==> config.mk <==
export PLATFORM = sky130hd
export DESIGN_NAME = qvr_round_sat
export DESIGN_NICKNAME = d
export VERILOG_FILES = /design/src/rtl/qvr_pkg.sv /design/src/rtl/qvr_round_sat.sv
export SDC_FILE = /design/constraint.sdc
export NUM_CORES = 1
export LEC_CHECK = 0
export ABC_AREA = 0
export CAP_MARGIN = 20
export CORE_AREA = 5 5 42 44
export DETAILED_ROUTE_END_ITERATION = 8
export DIE_AREA = 0 0 47 49
export DONT_BUFFER_PORTS = 1
export GPL_TIMING_DRIVEN = 0
export PLACE_DENSITY = 0.44
export SLEW_MARGIN = 40
export SYNTH_ARGS = -nofsm -noshare
export SYNTH_HDL_FRONTEND = slang
export SYNTH_SLANG_ARGS = --single-unit
==> constraint.sdc <==
create_clock -name vclk -period 1
set_clock_uncertainty 0.15 [all_clocks]
set_input_delay 0.05 -clock vclk [all_inputs]
set_output_delay 0.05 -clock vclk [all_outputs]
set_load 0.05 [all_outputs]
==> src/rtl/qvr_pkg.sv <==
// Shared constants and types for the quaternion vector rotation core.
package qvr_pkg;

  // Default number of fraction bits in the quaternion components
  localparam int QUAT_FRAC_BITS_DEF = 14;

  // Field widths
  localparam int COORD_W = 16;
  localparam int QUAT_W  = 16;

  // Configuration port geometry
  localparam int CFG_DATA_W = 32;
  localparam int CFG_ADDR_W = 4;

  // Datapath widths
  localparam int PROD_W    = 2 * QUAT_W;   // 16x16 products
  localparam int SCALE_W   = PROD_W + 2;   // w*w - v.v and v.p
  localparam int CROSS_W   = PROD_W + 1;   // cross product terms
  localparam int TERM_W    = SCALE_W + COORD_W;
  localparam int SUM_MIN_W = 52;           // holds every full-precision sum

  // Reset values of the quaternion registers
  localparam logic [QUAT_W-1:0] QUAT_V_RESET = 16'h0000;
  localparam logic [QUAT_W-1:0] QUAT_W_RESET = 16'h4000;

  // Saturation limits
  localparam logic signed [COORD_W-1:0] COORD_MAX = 16'sh7FFF;
  localparam logic signed [COORD_W-1:0] COORD_MIN = 16'sh8000;

  // Register map, word index
  typedef enum logic [1:0] {
    REG_QUAT_X = 2'd0,
    REG_QUAT_Y = 2'd1,
    REG_QUAT_Z = 2'd2,
    REG_QUAT_W = 2'd3
  } qvr_reg_t;

endpackage

==> src/rtl/qvr_round_sat.sv <==
// Round-to-nearest shift and 16-bit saturation of one biased sum.
module qvr_round_sat #(
  parameter int SUM_W = 52,
  parameter int SHIFT = 28
) (
  input  logic signed [SUM_W-1:0]          biased_sum,
  output logic signed [qvr_pkg::COORD_W-1:0] coord,
  output logic                             clip
);
  import qvr_pkg::*;

  localparam int Q_W   = SUM_W - SHIFT;
  localparam int EXT_W = (Q_W > COORD_W) ? Q_W : COORD_W;
  localparam logic signed [EXT_W-1:0] MAX_V = EXT_W'(32'sd32767);
  localparam logic signed [EXT_W-1:0] MIN_V = EXT_W'(-32'sd32768);

  logic signed [Q_W-1:0]   q_s;
  logic signed [EXT_W-1:0] q_ext;

  // Half unit is already added upstream; arithmetic shift floors
  assign q_s   = Q_W'(biased_sum >>> SHIFT);
  assign q_ext = EXT_W'(q_s);

  // Clip to the signed 16-bit range
  always_comb begin
    priority if (q_ext > MAX_V) begin
      coord = COORD_MAX;
      clip  = 1'b1;
    end else if (q_ext < MIN_V) begin
      coord = COORD_MIN;
      clip  = 1'b1;
    end else begin
      coord = COORD_W'(q_ext);
      clip  = 1'b0;
    end
  end

endmodule

==> results of run 1 <==
kinds of logic after synthesis:
family          Yosys count  synth area share (%)
simple gates             21                 37.92
compound gates           16                 46.25
buf+inv                   8                 15.83
layout make-up:
class,count,area (µm²),area share (%)
buffer,8,127.6,13.58
timing repair buffer,9,126.4,13.45
tap,16,20.02,2.130
multi-input combinational,37,665.6,70.84
Yosys cell counts:
library cell	number	area share, %
buf_4	2	5.0
buf_6	1	3.7
a2bb2oi_1	15	44
clkbuf_1	3	3.7
nor4_1	2	4.2
and4_1	2	5.8
nand3_1	16	27
o21a_1	1	2.5
clkbuf_2	2	3.3
nand2_1	1	1.2
metal layers:
layer	part of all wire, %	vias to the layer above	wire length (µm)	GRT usage, %
met1	30	210	445	10.87
li1	-	204	-	-
met4	0	0	0	0
met5	0	-	0	0
met2	53	31	777	21.95
met3	17	0	255	6.642
timing repair:
action | CTS | global route
setup buffers | 3 | 3
gates cloned | 1 | 2
setup endpoints to repair | 16 | 17
resized for setup | 22 | 14
hold endpoints to repair | 0 | 0
pin swaps | 16 | 15
power breakdown:
group          switching (mW)  internal (mW)  total (mW)
Combinational           0.197          0.144       0.341
Clock                       0              0           0
Sequential                  0              0           0
worst max-delay path by stage:
stage	startpoint	endpoint	slack, ps	cells after the start
CTS	biased_sum[50]	coord[14]	-200	5
global route	biased_sum[50]	coord[8]	-200	5
finish	biased_sum[50]	coord[10]	-170	5
global placement	biased_sum[46]	coord[13]	-200	5
floorplan	biased_sum[44]	clip	-150	4
detailed placement	biased_sum[50]	coord[14]	-250	5
==> report_table.html, run 1 <==
<table>
<tr><th>Metric</th><th>Value</th></tr>
<tr><th colspan="2">Setup path</th></tr>
<tr><td>Crit path DAT</td><td>970 ps</td></tr>
<tr><td>Sort of element at the start of the critical path</td><td>input port</td></tr>
<tr><td>Slowest stage cell, crit path</td><td>a2bb2oi_4</td></tr>
<tr><td>Type of the worst setup path</td><td>input port to output port</td></tr>
<tr><td>Crit path largest cell delay</td><td>340 ps</td></tr>
<tr><td>Cell-by-cell trace of the critical path</td><td>and4_4, buf_8, clkbuf_16, nand3_4, a2bb2oi_4</td></tr>
<tr><td>Largest delay contributor family on the critical path</td><td>compound AO/OA/AOI/OAI gates</td></tr>
<tr><td>Number of buffer and inverter instances along the worst setup path</td><td>2</td></tr>
<tr><td>Nature of the critical path endpoint</td><td>output port</td></tr>
<tr><td>Data required time at the worst endpoint</td><td>800 ps</td></tr>
<tr><td>Largest fanout on the critical path</td><td>8</td></tr>
<tr><th colspan="2">Floorplan</th></tr>
<tr><td>Count of standard-cell rows</td><td>14</td></tr>
<tr><td>DIE WIDTH</td><td>47 µm</td></tr>
<tr><td>Vertical extent of the die</td><td>49 µm</td></tr>
<tr><td>Starting utilization of the core area</td><td>21.43%</td></tr>
<tr><td>Number of top-level pins</td><td>69</td></tr>
<tr><td>Die area</td><td>0.002303 mm²</td></tr>
<tr><td>Core region area</td><td>0.001401 mm²</td></tr>
<tr><th colspan="2">Final layout</th></tr>
<tr><td>Inserted Diodes</td><td>0</td></tr>
<tr><td>FF+latch count</td><td>0</td></tr>
<tr><td>Share of the core filled with cells in the final layout</td><td>67.05%</td></tr>
<tr><td>Leading cell type in the layout, fill and taps excluded</td><td>a2bb2oi_4</td></tr>
<tr><td>Ratio of cells with drive above 1 in the final layout</td><td>90.74%</td></tr>
<tr><td>Count of placed standard cells in the final layout, fillers left out</td><td>70</td></tr>
<tr><td>Final std cell area, no fill</td><td>939.7 µm²</td></tr>
<tr><td>Count of filler cells inserted in the layout</td><td>112</td></tr>
<tr><td>Layout-stage area growth over the synthesis result</td><td>212.9%</td></tr>
<tr><td>Top library cells by usage in the layout, fill and taps aside</td><td>a2bb2oi_4 (15), nand3_4 (6), nand3_2 (5), nand3_1 (5), buf_4 (5)</td></tr>
<tr><td>Clock buffer cells</td><td>0</td></tr>
<tr><td>Final-stage net count</td><td>108</td></tr>
<tr><td>FF+latch area</td><td>0 µm²</td></tr>
<tr><th colspan="2">Timing</th></tr>
<tr><td>Final worst path period share</td><td>117.2%</td></tr>
<tr><td>Final Max Tran Viols</td><td>0</td></tr>
<tr><td>Final TNS setup</td><td>-2039 ps</td></tr>
<tr><td>Time the worst path needs with I/O delays and setup</td><td>1172 ps</td></tr>
<tr><td>Worst rel slew slack</td><td>74.54%</td></tr>
<tr><td>Final setup violation count</td><td>16</td></tr>
<tr><td>Post-route worst hold slack</td><td>104.9 ps</td></tr>
<tr><td>Final hold violations</td><td>0</td></tr>
<tr><td>Setup repair after global routing missed its margin</td><td>true</td></tr>
<tr><td>Highest clock rate</td><td>0.8533 GHz</td></tr>
<tr><td>Min setup slack post-route</td><td>-172.0 ps</td></tr>
<tr><td>Least-Margin Pin Slew</td><td>380.6 ps</td></tr>
<tr><th colspan="2">Synthesis</th></tr>
<tr><td>Post-synthesis cell count</td><td>45</td></tr>
<tr><td>Sequential area share after synthesis</td><td>0%</td></tr>
<tr><td>Post-Synthesis Cell Area</td><td>300.3 µm²</td></tr>
<tr><td>Mapped Nets</td><td>97</td></tr>
<tr><td>Number of distinct library cells after synthesis</td><td>10</td></tr>
<tr><td>Yosys synthesis warning count</td><td>0</td></tr>
<tr><td>Average cell area after synthesis</td><td>6.673 µm²</td></tr>
<tr><th colspan="2">Power</th></tr>
<tr><td>Leakage power</td><td>0.2556 nW</td></tr>
<tr><td>Power consumption</td><td>340.6 µW</td></tr>
<tr><td>Peak ir drop on the vdd network</td><td>0.0002079 V</td></tr>
<tr><td>Pwr per Cell Area</td><td>362.5 mW/mm²</td></tr>
<tr><th colspan="2">Hold path</th></tr>
<tr><td>Hold Crit Depth</td><td>2</td></tr>
<tr><td>Endpoint with the worst hold slack</td><td>coord[8]</td></tr>
<tr><td>Min-delay worst type</td><td>input port to output port</td></tr>
<tr><td>Hold wc startpoint</td><td>biased_sum[36]</td></tr>
<tr><th colspan="2">Route</th></tr>
<tr><td>Via density per instance</td><td>6.357</td></tr>
<tr><td>Aggregate routed wire length</td><td>1478 µm</td></tr>
<tr><td>DRC marker count from the first detailed-route iteration</td><td>4</td></tr>
<tr><td>Post-detailed-route wirelength per cell</td><td>21.11 µm</td></tr>
<tr><td>Via count</td><td>445</td></tr>
<tr><td>Number of iterations in the first detailed-routing pass</td><td>3</td></tr>
<tr><td>Remaining routing DRC violations</td><td>0</td></tr>
<tr><td>ANT nets after route</td><td>0</td></tr>
<tr><th colspan="2">Global route</th></tr>
<tr><td>Global route overflow</td><td>0</td></tr>
<tr><td>Number of antenna violations at the first check in global routing</td><td>0</td></tr>
<tr><td>Via count of the first global-routing pass</td><td>497</td></tr>
<tr><td>Wire length of the first global-routing pass</td><td>2166 µm</td></tr>
<tr><td>Largest net degree at the start of global routing</td><td>11</td></tr>
<tr><td>All-Layer GR Usage</td><td>11.58%</td></tr>
<tr><th colspan="2">Placed design</th></tr>
<tr><td>Worst slack after detailed placement</td><td>-248.0 ps</td></tr>
<tr><td>Placed cell count</td><td>61</td></tr>
<tr><td>Routability congestion estimate from global placement</td><td>0.6763</td></tr>
<tr><td>DP Wirelength</td><td>1114 µm</td></tr>
<tr><td>Standard cell area after detailed placement</td><td>616.8 µm²</td></tr>
<tr><td>Quantity of I/O buffers inserted on ports</td><td>0</td></tr>
<tr><th colspan="2">Run status</th></tr>
<tr><td>Violations in the final reports</td><td>negative setup slack</td></tr>
<tr><td>Status</td><td>finished, violations left</td></tr>
<tr><th colspan="2">Flow run</th></tr>
<tr><td>Count of maximum capacitance violations</td><td>0</td></tr>
<tr><th colspan="2">Clocking</th></tr>
<tr><td>Post-CTS Hold Buffers</td><td>0</td></tr>
</table>
Note: power is estimated with default switching activity, not from simulation.
==> run 2: changes to the inputs <==
Settings changed: CORE_AREA 5 5 42 44 to 2 2 39 41, DIE_AREA 0 0 47 49 to 0 0 41 43.
==> run 2 against run 1 <==
The run still ends with negative setup slack left. Hold slack worse by 1.8 ps. Cell area down 1.2%. Global-route usage up 4.1 points. Critical path type unchanged. Critical endpoint is now coord[8].
==> report_table.html, run 2 (synthesized netlist as in run 1, its figures left out) <==
<table>
<tr><th>Metric</th><th>Value</th></tr>
<tr><th colspan="2">Floorplan</th></tr>
<tr><td>Starting utilization of the core area</td><td>21.70% (+0.27 points)</td></tr>
<tr><td>Vertical extent of the die</td><td>43 µm (-12%)</td></tr>
<tr><td>Die area</td><td>0.001763 mm² (-23%)</td></tr>
<tr><td>Core region area</td><td>0.001384 mm² (-1.2%)</td></tr>
<tr><td>Number of top-level pins</td><td>69 (unchanged)</td></tr>
<tr><td>DIE WIDTH</td><td>41 µm (-13%)</td></tr>
<tr><td>Count of standard-cell rows</td><td>14 (unchanged)</td></tr>
<tr><th colspan="2">Setup path</th></tr>
<tr><td>Crit path DAT</td><td>980 ps (about the same)</td></tr>
<tr><td>Sort of element at the start of the critical path</td><td>input port</td></tr>
<tr><td>Data required time at the worst endpoint</td><td>800 ps (about the same)</td></tr>
<tr><td>Type of the worst setup path</td><td>input port to output port</td></tr>
<tr><td>Largest fanout on the critical path</td><td>8 (unchanged)</td></tr>
<tr><td>Nature of the critical path endpoint</td><td>output port</td></tr>
<tr><th colspan="2">Final layout</th></tr>
<tr><td>Clock buffer cells</td><td>0 (unchanged)</td></tr>
<tr><td>FF+latch area</td><td>0 µm² (unchanged)</td></tr>
<tr><td>Count of filler cells inserted in the layout</td><td>106 (-5.4%)</td></tr>
<tr><td>FF+latch count</td><td>0 (unchanged)</td></tr>
<tr><td>Layout-stage area growth over the synthesis result</td><td>209.2%</td></tr>
<tr><td>Inserted Diodes</td><td>0 (unchanged)</td></tr>
<tr><td>Ratio of cells with drive above 1 in the final layout</td><td>84.31% (-6.4 points)</td></tr>
<tr><td>Top library cells by usage in the layout, fill and taps aside</td><td>a2bb2oi_4 (15), nand3_4 (9), nand3_1 (7)</td></tr>
<tr><td>Leading cell type in the layout, fill and taps excluded</td><td>a2bb2oi_4</td></tr>
<tr><td>Final-stage net count</td><td>105 (-2.8%)</td></tr>
<tr><th colspan="2">Hold path</th></tr>
<tr><td>Hold wc startpoint</td><td>biased_sum[35]</td></tr>
<tr><td>Hold Crit Depth</td><td>2 (unchanged)</td></tr>
<tr><td>Min-delay worst type</td><td>input port to output port</td></tr>
<tr><td>Endpoint with the worst hold slack</td><td>coord[7]</td></tr>
<tr><th colspan="2">Global route</th></tr>
<tr><td>Wire length of the first global-routing pass</td><td>2007 µm (-7.3%)</td></tr>
<tr><td>Largest net degree at the start of global routing</td><td>11 (unchanged)</td></tr>
<tr><td>All-Layer GR Usage</td><td>15.68% (+4.1 points)</td></tr>
<tr><td>Via count of the first global-routing pass</td><td>470 (-5.4%)</td></tr>
<tr><td>Global route overflow</td><td>0 (unchanged)</td></tr>
<tr><td>Number of antenna violations at the first check in global routing</td><td>0 (unchanged)</td></tr>
<tr><th colspan="2">Clocking</th></tr>
<tr><td>Post-CTS Hold Buffers</td><td>0 (unchanged)</td></tr>
<tr><th colspan="2">Route</th></tr>
<tr><td>ANT nets after route</td><td>0 (unchanged)</td></tr>
<tr><td>Number of iterations in the first detailed-routing pass</td><td>2 (-1)</td></tr>
<tr><td>Remaining routing DRC violations</td><td>0 (unchanged)</td></tr>
<tr><td>Via count</td><td>428 (-3.8%)</td></tr>
<tr><td>Post-detailed-route wirelength per cell</td><td>19.25 µm (-8.8%)</td></tr>
<tr><td>Via density per instance</td><td>6.388 (+0.49%)</td></tr>
<tr><td>DRC marker count from the first detailed-route iteration</td><td>1 (-3)</td></tr>
<tr><td>Aggregate routed wire length</td><td>1290 µm (-13%)</td></tr>
<tr><th colspan="2">Power</th></tr>
<tr><td>Pwr per Cell Area</td><td>361.2 mW/mm² (-0.34%)</td></tr>
<tr><td>Peak ir drop on the vdd network</td><td>0.0002522 V (+21%)</td></tr>
<tr><td>Leakage power</td><td>0.2379 nW (-6.9%)</td></tr>
<tr><td>Power consumption</td><td>335.4 µW (-1.5%)</td></tr>
<tr><th colspan="2">Timing</th></tr>
<tr><td>Post-route worst hold slack</td><td>103.1 ps (-1.817 ps)</td></tr>
<tr><td>Worst rel slew slack</td><td>74.52% (about the same)</td></tr>
<tr><td>Time the worst path needs with I/O delays and setup</td><td>1183 ps (+10.72 ps)</td></tr>
<tr><td>Setup repair after global routing missed its margin</td><td>true</td></tr>
<tr><td>Final setup violation count</td><td>16 (unchanged)</td></tr>
<tr><td>Final worst path period share</td><td>118.3% (+1.1 points)</td></tr>
<tr><td>Min setup slack post-route</td><td>-182.7 ps (-10.72 ps)</td></tr>
<tr><td>Least-Margin Pin Slew</td><td>380.9 ps (+0.2931 ps)</td></tr>
<tr><td>Highest clock rate</td><td>0.8455 GHz (-0.91%)</td></tr>
<tr><td>Final hold violations</td><td>0 (unchanged)</td></tr>
<tr><td>Final Max Tran Viols</td><td>0 (unchanged)</td></tr>
<tr><th colspan="2">Run status</th></tr>
<tr><td>Status</td><td>finished, violations left</td></tr>
<tr><td>Violations in the final reports</td><td>negative setup slack</td></tr>
<tr><th colspan="2">Placed design</th></tr>
<tr><td>Worst slack after detailed placement</td><td>-215.3 ps (+32.69 ps)</td></tr>
<tr><td>Quantity of I/O buffers inserted on ports</td><td>0 (unchanged)</td></tr>
<tr><td>Routability congestion estimate from global placement</td><td>0.5994 (-11%)</td></tr>
<tr><td>DP Wirelength</td><td>974.1 µm (-13%)</td></tr>
<tr><th colspan="2">Flow run</th></tr>
<tr><td>Count of maximum capacitance violations</td><td>0 (unchanged)</td></tr>
</table>
==> run 2: cell types whose count changed in the layout (fill, tap and decap cells not counted) <==
cell	delta
nand3_1	+2
and4_1	+1
clkbuf_16	-1
buf_12	-1
nand3_4	+3
and4_4	-1
buf_16	+1
buf_8	+1
buf_4	-4
nand3_2	-5
buf_6	+1
==> run 2: per-stage QoR <==
stage,TNS [ps],utilization [%],instances,instance area [µm²]
2_1_floorplan,-2239,-,45,596.8
3_3_place_gp,-2797,44.57,61,616.8
3_5_place_dp,-3066,44.57,61,616.8
4_1_cts,-2305,59.13,65,818.3
5_1_grt,-2589,67.09,67,928.4
6_report,-2060,67.09,67,928.4
==> run 2: routing by layer <==
layer	GRT usage [%]	routed length, µm
met1	16.46	411
met2	30.00	727
met3	4.712	151
met4	0	0
met5	0	0
==> run 2: how the worst max path moves through the flow <==
stage | to | slack, ps | cells after the start | start
floorplan | clip | -150 | 4 | biased_sum[44]
global placement | clip | -190 | 4 | biased_sum[44]
detailed placement | clip | -220 | 4 | biased_sum[44]
CTS | coord[11] | -200 | 5 | biased_sum[46]
global route | coord[11] | -210 | 5 | biased_sum[44]
finish | coord[8] | -180 | 5 | biased_sum[44]
==> run 2: what timing repair did <==
item	CTS	global route
pin swaps	17	21
cloned	2	1
buffers inserted	2	1
endpoints found under the setup margin	16	17
gates resized for setup	22	15
==> run 2: critical path, stage by stage <==
cell       delay (ps)
and4_1            210
buf_8             140
buf_8             150
nand3_4            80
a2bb2oi_4         350
==> run 2: cell type report <==
class                           count  area [µm²]  share of cell area [%]
Multi-Input combinational cell     37       675.6                   72.78
Timing Repair Buffer                6       110.1                   11.86
Buffer                              8       122.6                   13.21
Tap cell                           16       20.02                   2.156
==> run 2: power breakdown <==
| part | switching, mW | internal (mW) |
|---|---|---|
| registers | 0 | 0 |
| clock network | 0 | 0 |
| logic | 0.195 | 0.140 |
==> run 3: changes to the inputs <==
Settings changed: CELL_PAD_IN_SITES_DETAIL_PLACEMENT from default to 0, CELL_PAD_IN_SITES_GLOBAL_PLACEMENT from default to 1, PLACE_DENSITY 0.44 to 0.68, RECOVER_POWER from default to 100.
==> run 3 against run 2 <==
The run still ends with negative setup slack left. Hold slack hardly changed. Fmax is 0.90% higher. Wire length is 1.4% higher. Critical path type unchanged. First-iteration DRC count stayed put. Largest cell class unchanged. Non-clock buffer count is 3 lower. Worst setup slack better by 11 ps. Cell area is 5.1% lower. Combinational power hardly changed.
==> report_table.html, run 3 (synthesized netlist as in run 1, its figures left out) <==
<table>
<tr><th>Metric</th><th>Value</th></tr>
<tr><th colspan="2">Setup path</th></tr>
<tr><td>Slowest stage cell, crit path</td><td>a2bb2oi_4</td></tr>
<tr><td>Number of buffer and inverter instances along the worst setup path</td><td>2 (unchanged)</td></tr>
<tr><td>Largest delay contributor family on the critical path</td><td>compound AO/OA/AOI/OAI gates</td></tr>
<tr><td>Type of the worst setup path</td><td>input port to output port</td></tr>
<tr><td>Data required time at the worst endpoint</td><td>800 ps (about the same)</td></tr>
<tr><td>Largest fanout on the critical path</td><td>8 (unchanged)</td></tr>
<tr><td>Sort of element at the start of the critical path</td><td>input port</td></tr>
<tr><td>Cell-by-cell trace of the critical path</td><td>and4_4, buf_8, clkbuf_16, nand3_4, a2bb2oi_4</td></tr>
<tr><td>Crit path largest cell delay</td><td>340 ps (about the same)</td></tr>
<tr><td>Crit path DAT</td><td>970 ps (about the same)</td></tr>
<tr><td>Nature of the critical path endpoint</td><td>output port</td></tr>
<tr><th colspan="2">Placed design</th></tr>
<tr><td>Routability congestion estimate from global placement</td><td>0.5705 (-4.8%)</td></tr>
<tr><td>DP Wirelength</td><td>920.4 µm (-5.5%)</td></tr>
<tr><td>Quantity of I/O buffers inserted on ports</td><td>0 (unchanged)</td></tr>
<tr><td>Placed cell count</td><td>61 (unchanged)</td></tr>
<tr><th colspan="2">Final layout</th></tr>
<tr><td>Count of placed standard cells in the final layout, fillers left out</td><td>64 (-4.5%)</td></tr>
<tr><td>Final-stage net count</td><td>102 (-2.9%)</td></tr>
<tr><td>Count of filler cells inserted in the layout</td><td>113 (+6.6%)</td></tr>
<tr><td>Clock buffer cells</td><td>0 (unchanged)</td></tr>
<tr><td>Leading cell type in the layout, fill and taps excluded</td><td>a2bb2oi_4</td></tr>
<tr><td>FF+latch area</td><td>0 µm² (unchanged)</td></tr>
<tr><td>Ratio of cells with drive above 1 in the final layout</td><td>85.42% (+1.1 points)</td></tr>
<tr><td>Top library cells by usage in the layout, fill and taps aside</td><td>a2bb2oi_4 (15), nand3_4 (9), nand3_1 (7)</td></tr>
<tr><td>Inserted Diodes</td><td>0 (unchanged)</td></tr>
<tr><td>FF+latch count</td><td>0 (unchanged)</td></tr>
<tr><td>Total area of multi-input combinational cells</td><td>678.2 µm² (+0.37%)</td></tr>
<tr><td>Share of the core filled with cells in the final layout</td><td>63.65% (-3.4 points)</td></tr>
<tr><td>Layout-stage area growth over the synthesis result</td><td>193.3%</td></tr>
<tr><th colspan="2">Floorplan</th></tr>
<tr><td>Number of top-level pins</td><td>69 (unchanged)</td></tr>
<tr><td>DIE WIDTH</td><td>41 µm (unchanged)</td></tr>
<tr><td>Core region area</td><td>0.001384 mm² (unchanged)</td></tr>
<tr><td>Starting utilization of the core area</td><td>21.70% (unchanged)</td></tr>
<tr><td>Count of standard-cell rows</td><td>14 (unchanged)</td></tr>
<tr><td>Die area</td><td>0.001763 mm² (unchanged)</td></tr>
<tr><td>Vertical extent of the die</td><td>43 µm (unchanged)</td></tr>
<tr><th colspan="2">Timing</th></tr>
<tr><td>Final worst path period share</td><td>117.2% (-1.1 points)</td></tr>
<tr><td>Final hold violations</td><td>0 (unchanged)</td></tr>
<tr><td>Highest clock rate</td><td>0.8532 GHz (+0.90%)</td></tr>
<tr><td>Time the worst path needs with I/O delays and setup</td><td>1172 ps (-10.60 ps)</td></tr>
<tr><td>Final TNS setup</td><td>-2108 ps (-47.88 ps)</td></tr>
<tr><td>Final setup violation count</td><td>16 (unchanged)</td></tr>
<tr><td>Least-Margin Pin Slew</td><td>382.9 ps (+1.995 ps)</td></tr>
<tr><td>Final Max Tran Viols</td><td>0 (unchanged)</td></tr>
<tr><td>Min setup slack post-route</td><td>-172.1 ps (+10.60 ps)</td></tr>
<tr><td>Worst rel slew slack</td><td>74.38% (-0.13 points)</td></tr>
<tr><td>Setup repair after global routing missed its margin</td><td>true</td></tr>
<tr><th colspan="2">Power</th></tr>
<tr><td>Peak ir drop on the vdd network</td><td>0.0002212 V (-12%)</td></tr>
<tr><td>Power consumption</td><td>331.7 µW (-1.1%)</td></tr>
<tr><td>Pwr per Cell Area</td><td>376.5 mW/mm² (+4.2%)</td></tr>
<tr><td>Leakage power</td><td>0.2144 nW (-9.9%)</td></tr>
<tr><th colspan="2">Route</th></tr>
<tr><td>Via count</td><td>410 (-4.2%)</td></tr>
<tr><td>Remaining routing DRC violations</td><td>0 (unchanged)</td></tr>
<tr><td>Number of iterations in the first detailed-routing pass</td><td>2 (unchanged)</td></tr>
<tr><td>ANT nets after route</td><td>0 (unchanged)</td></tr>
<tr><td>DRC marker count from the first detailed-route iteration</td><td>1 (unchanged)</td></tr>
<tr><td>Via density per instance</td><td>6.406 (+0.28%)</td></tr>
<tr><td>Aggregate routed wire length</td><td>1308 µm (+1.4%)</td></tr>
<tr><td>Post-detailed-route wirelength per cell</td><td>20.44 µm (+6.1%)</td></tr>
<tr><th colspan="2">Hold path</th></tr>
<tr><td>Hold Crit Depth</td><td>2 (unchanged)</td></tr>
<tr><td>Hold wc startpoint</td><td>biased_sum[36]</td></tr>
<tr><td>Endpoint with the worst hold slack</td><td>coord[8]</td></tr>
<tr><td>Min-delay worst type</td><td>input port to output port</td></tr>
<tr><th colspan="2">Global route</th></tr>
<tr><td>Number of antenna violations at the first check in global routing</td><td>0 (unchanged)</td></tr>
<tr><td>All-Layer GR Usage</td><td>12.89% (-2.8 points)</td></tr>
<tr><td>Largest net degree at the start of global routing</td><td>11 (unchanged)</td></tr>
<tr><td>Via count of the first global-routing pass</td><td>394 (-16%)</td></tr>
<tr><td>Wire length of the first global-routing pass</td><td>1649 µm (-18%)</td></tr>
<tr><td>Global route overflow</td><td>0 (unchanged)</td></tr>
<tr><th colspan="2">Run status</th></tr>
<tr><td>Status</td><td>finished, violations left</td></tr>
<tr><td>Violations in the final reports</td><td>negative setup slack</td></tr>
<tr><th colspan="2">Flow run</th></tr>
<tr><td>Count of maximum capacitance violations</td><td>0 (unchanged)</td></tr>
</table>
## run 3: what timing repair did
action,CTS,global route
buffers inserted,1,0
gates resized for setup,18,17
gates cloned,0,2
pin swaps,15,21
endpoints found under the setup margin,16,17
hold buffers,0,0
## run 3: per-layer routing
layer,share of wire (%),vias up,GRT usage (%)
li1,-,193,-
met1,35,191,13.92
met2,54,26,24.69
met3,11,0,3.141
met4,0,0,0
met5,0,-,0
## run 3: final cells by class
class              instances  share of cell area [%]
multi-input cells         37                   76.99
repair buffers             3                   6.534
plain buffers              8                   14.20
well taps                 16                   2.273
## run 3: stage by stage
step	setup WS, ps	hold WS, ps	instance area (µm²)
finish	-172.1	103.4	880.8
global placement	-186.7	120.2	616.8
global route	-206.3	111.1	880.8
floorplan	-152.8	115.9	596.8
CTS	-209.0	122.4	747.0
detailed placement	-233.0	122.9	616.8
## run 3: how the worst max path moves through the flow
stage                   startpoint   endpoint  slack [ps]  depth (start not counted)
finish              biased_sum[50]   coord[9]        -170                          5
floorplan           biased_sum[44]       clip        -150                          4
CTS                 biased_sum[46]  coord[14]        -210                          5
detailed placement  biased_sum[46]  coord[14]        -230                          5
global placement    biased_sum[46]   coord[6]        -190                          5
global route        biased_sum[48]   coord[7]        -210                          5
## run 3: where the power goes
group          internal, mW  switching (mW)  leakage [nW]  total [mW]
Clock                     0               0             0           0
Combinational         0.136           0.196         0.214       0.332
Sequential                0               0             0           0
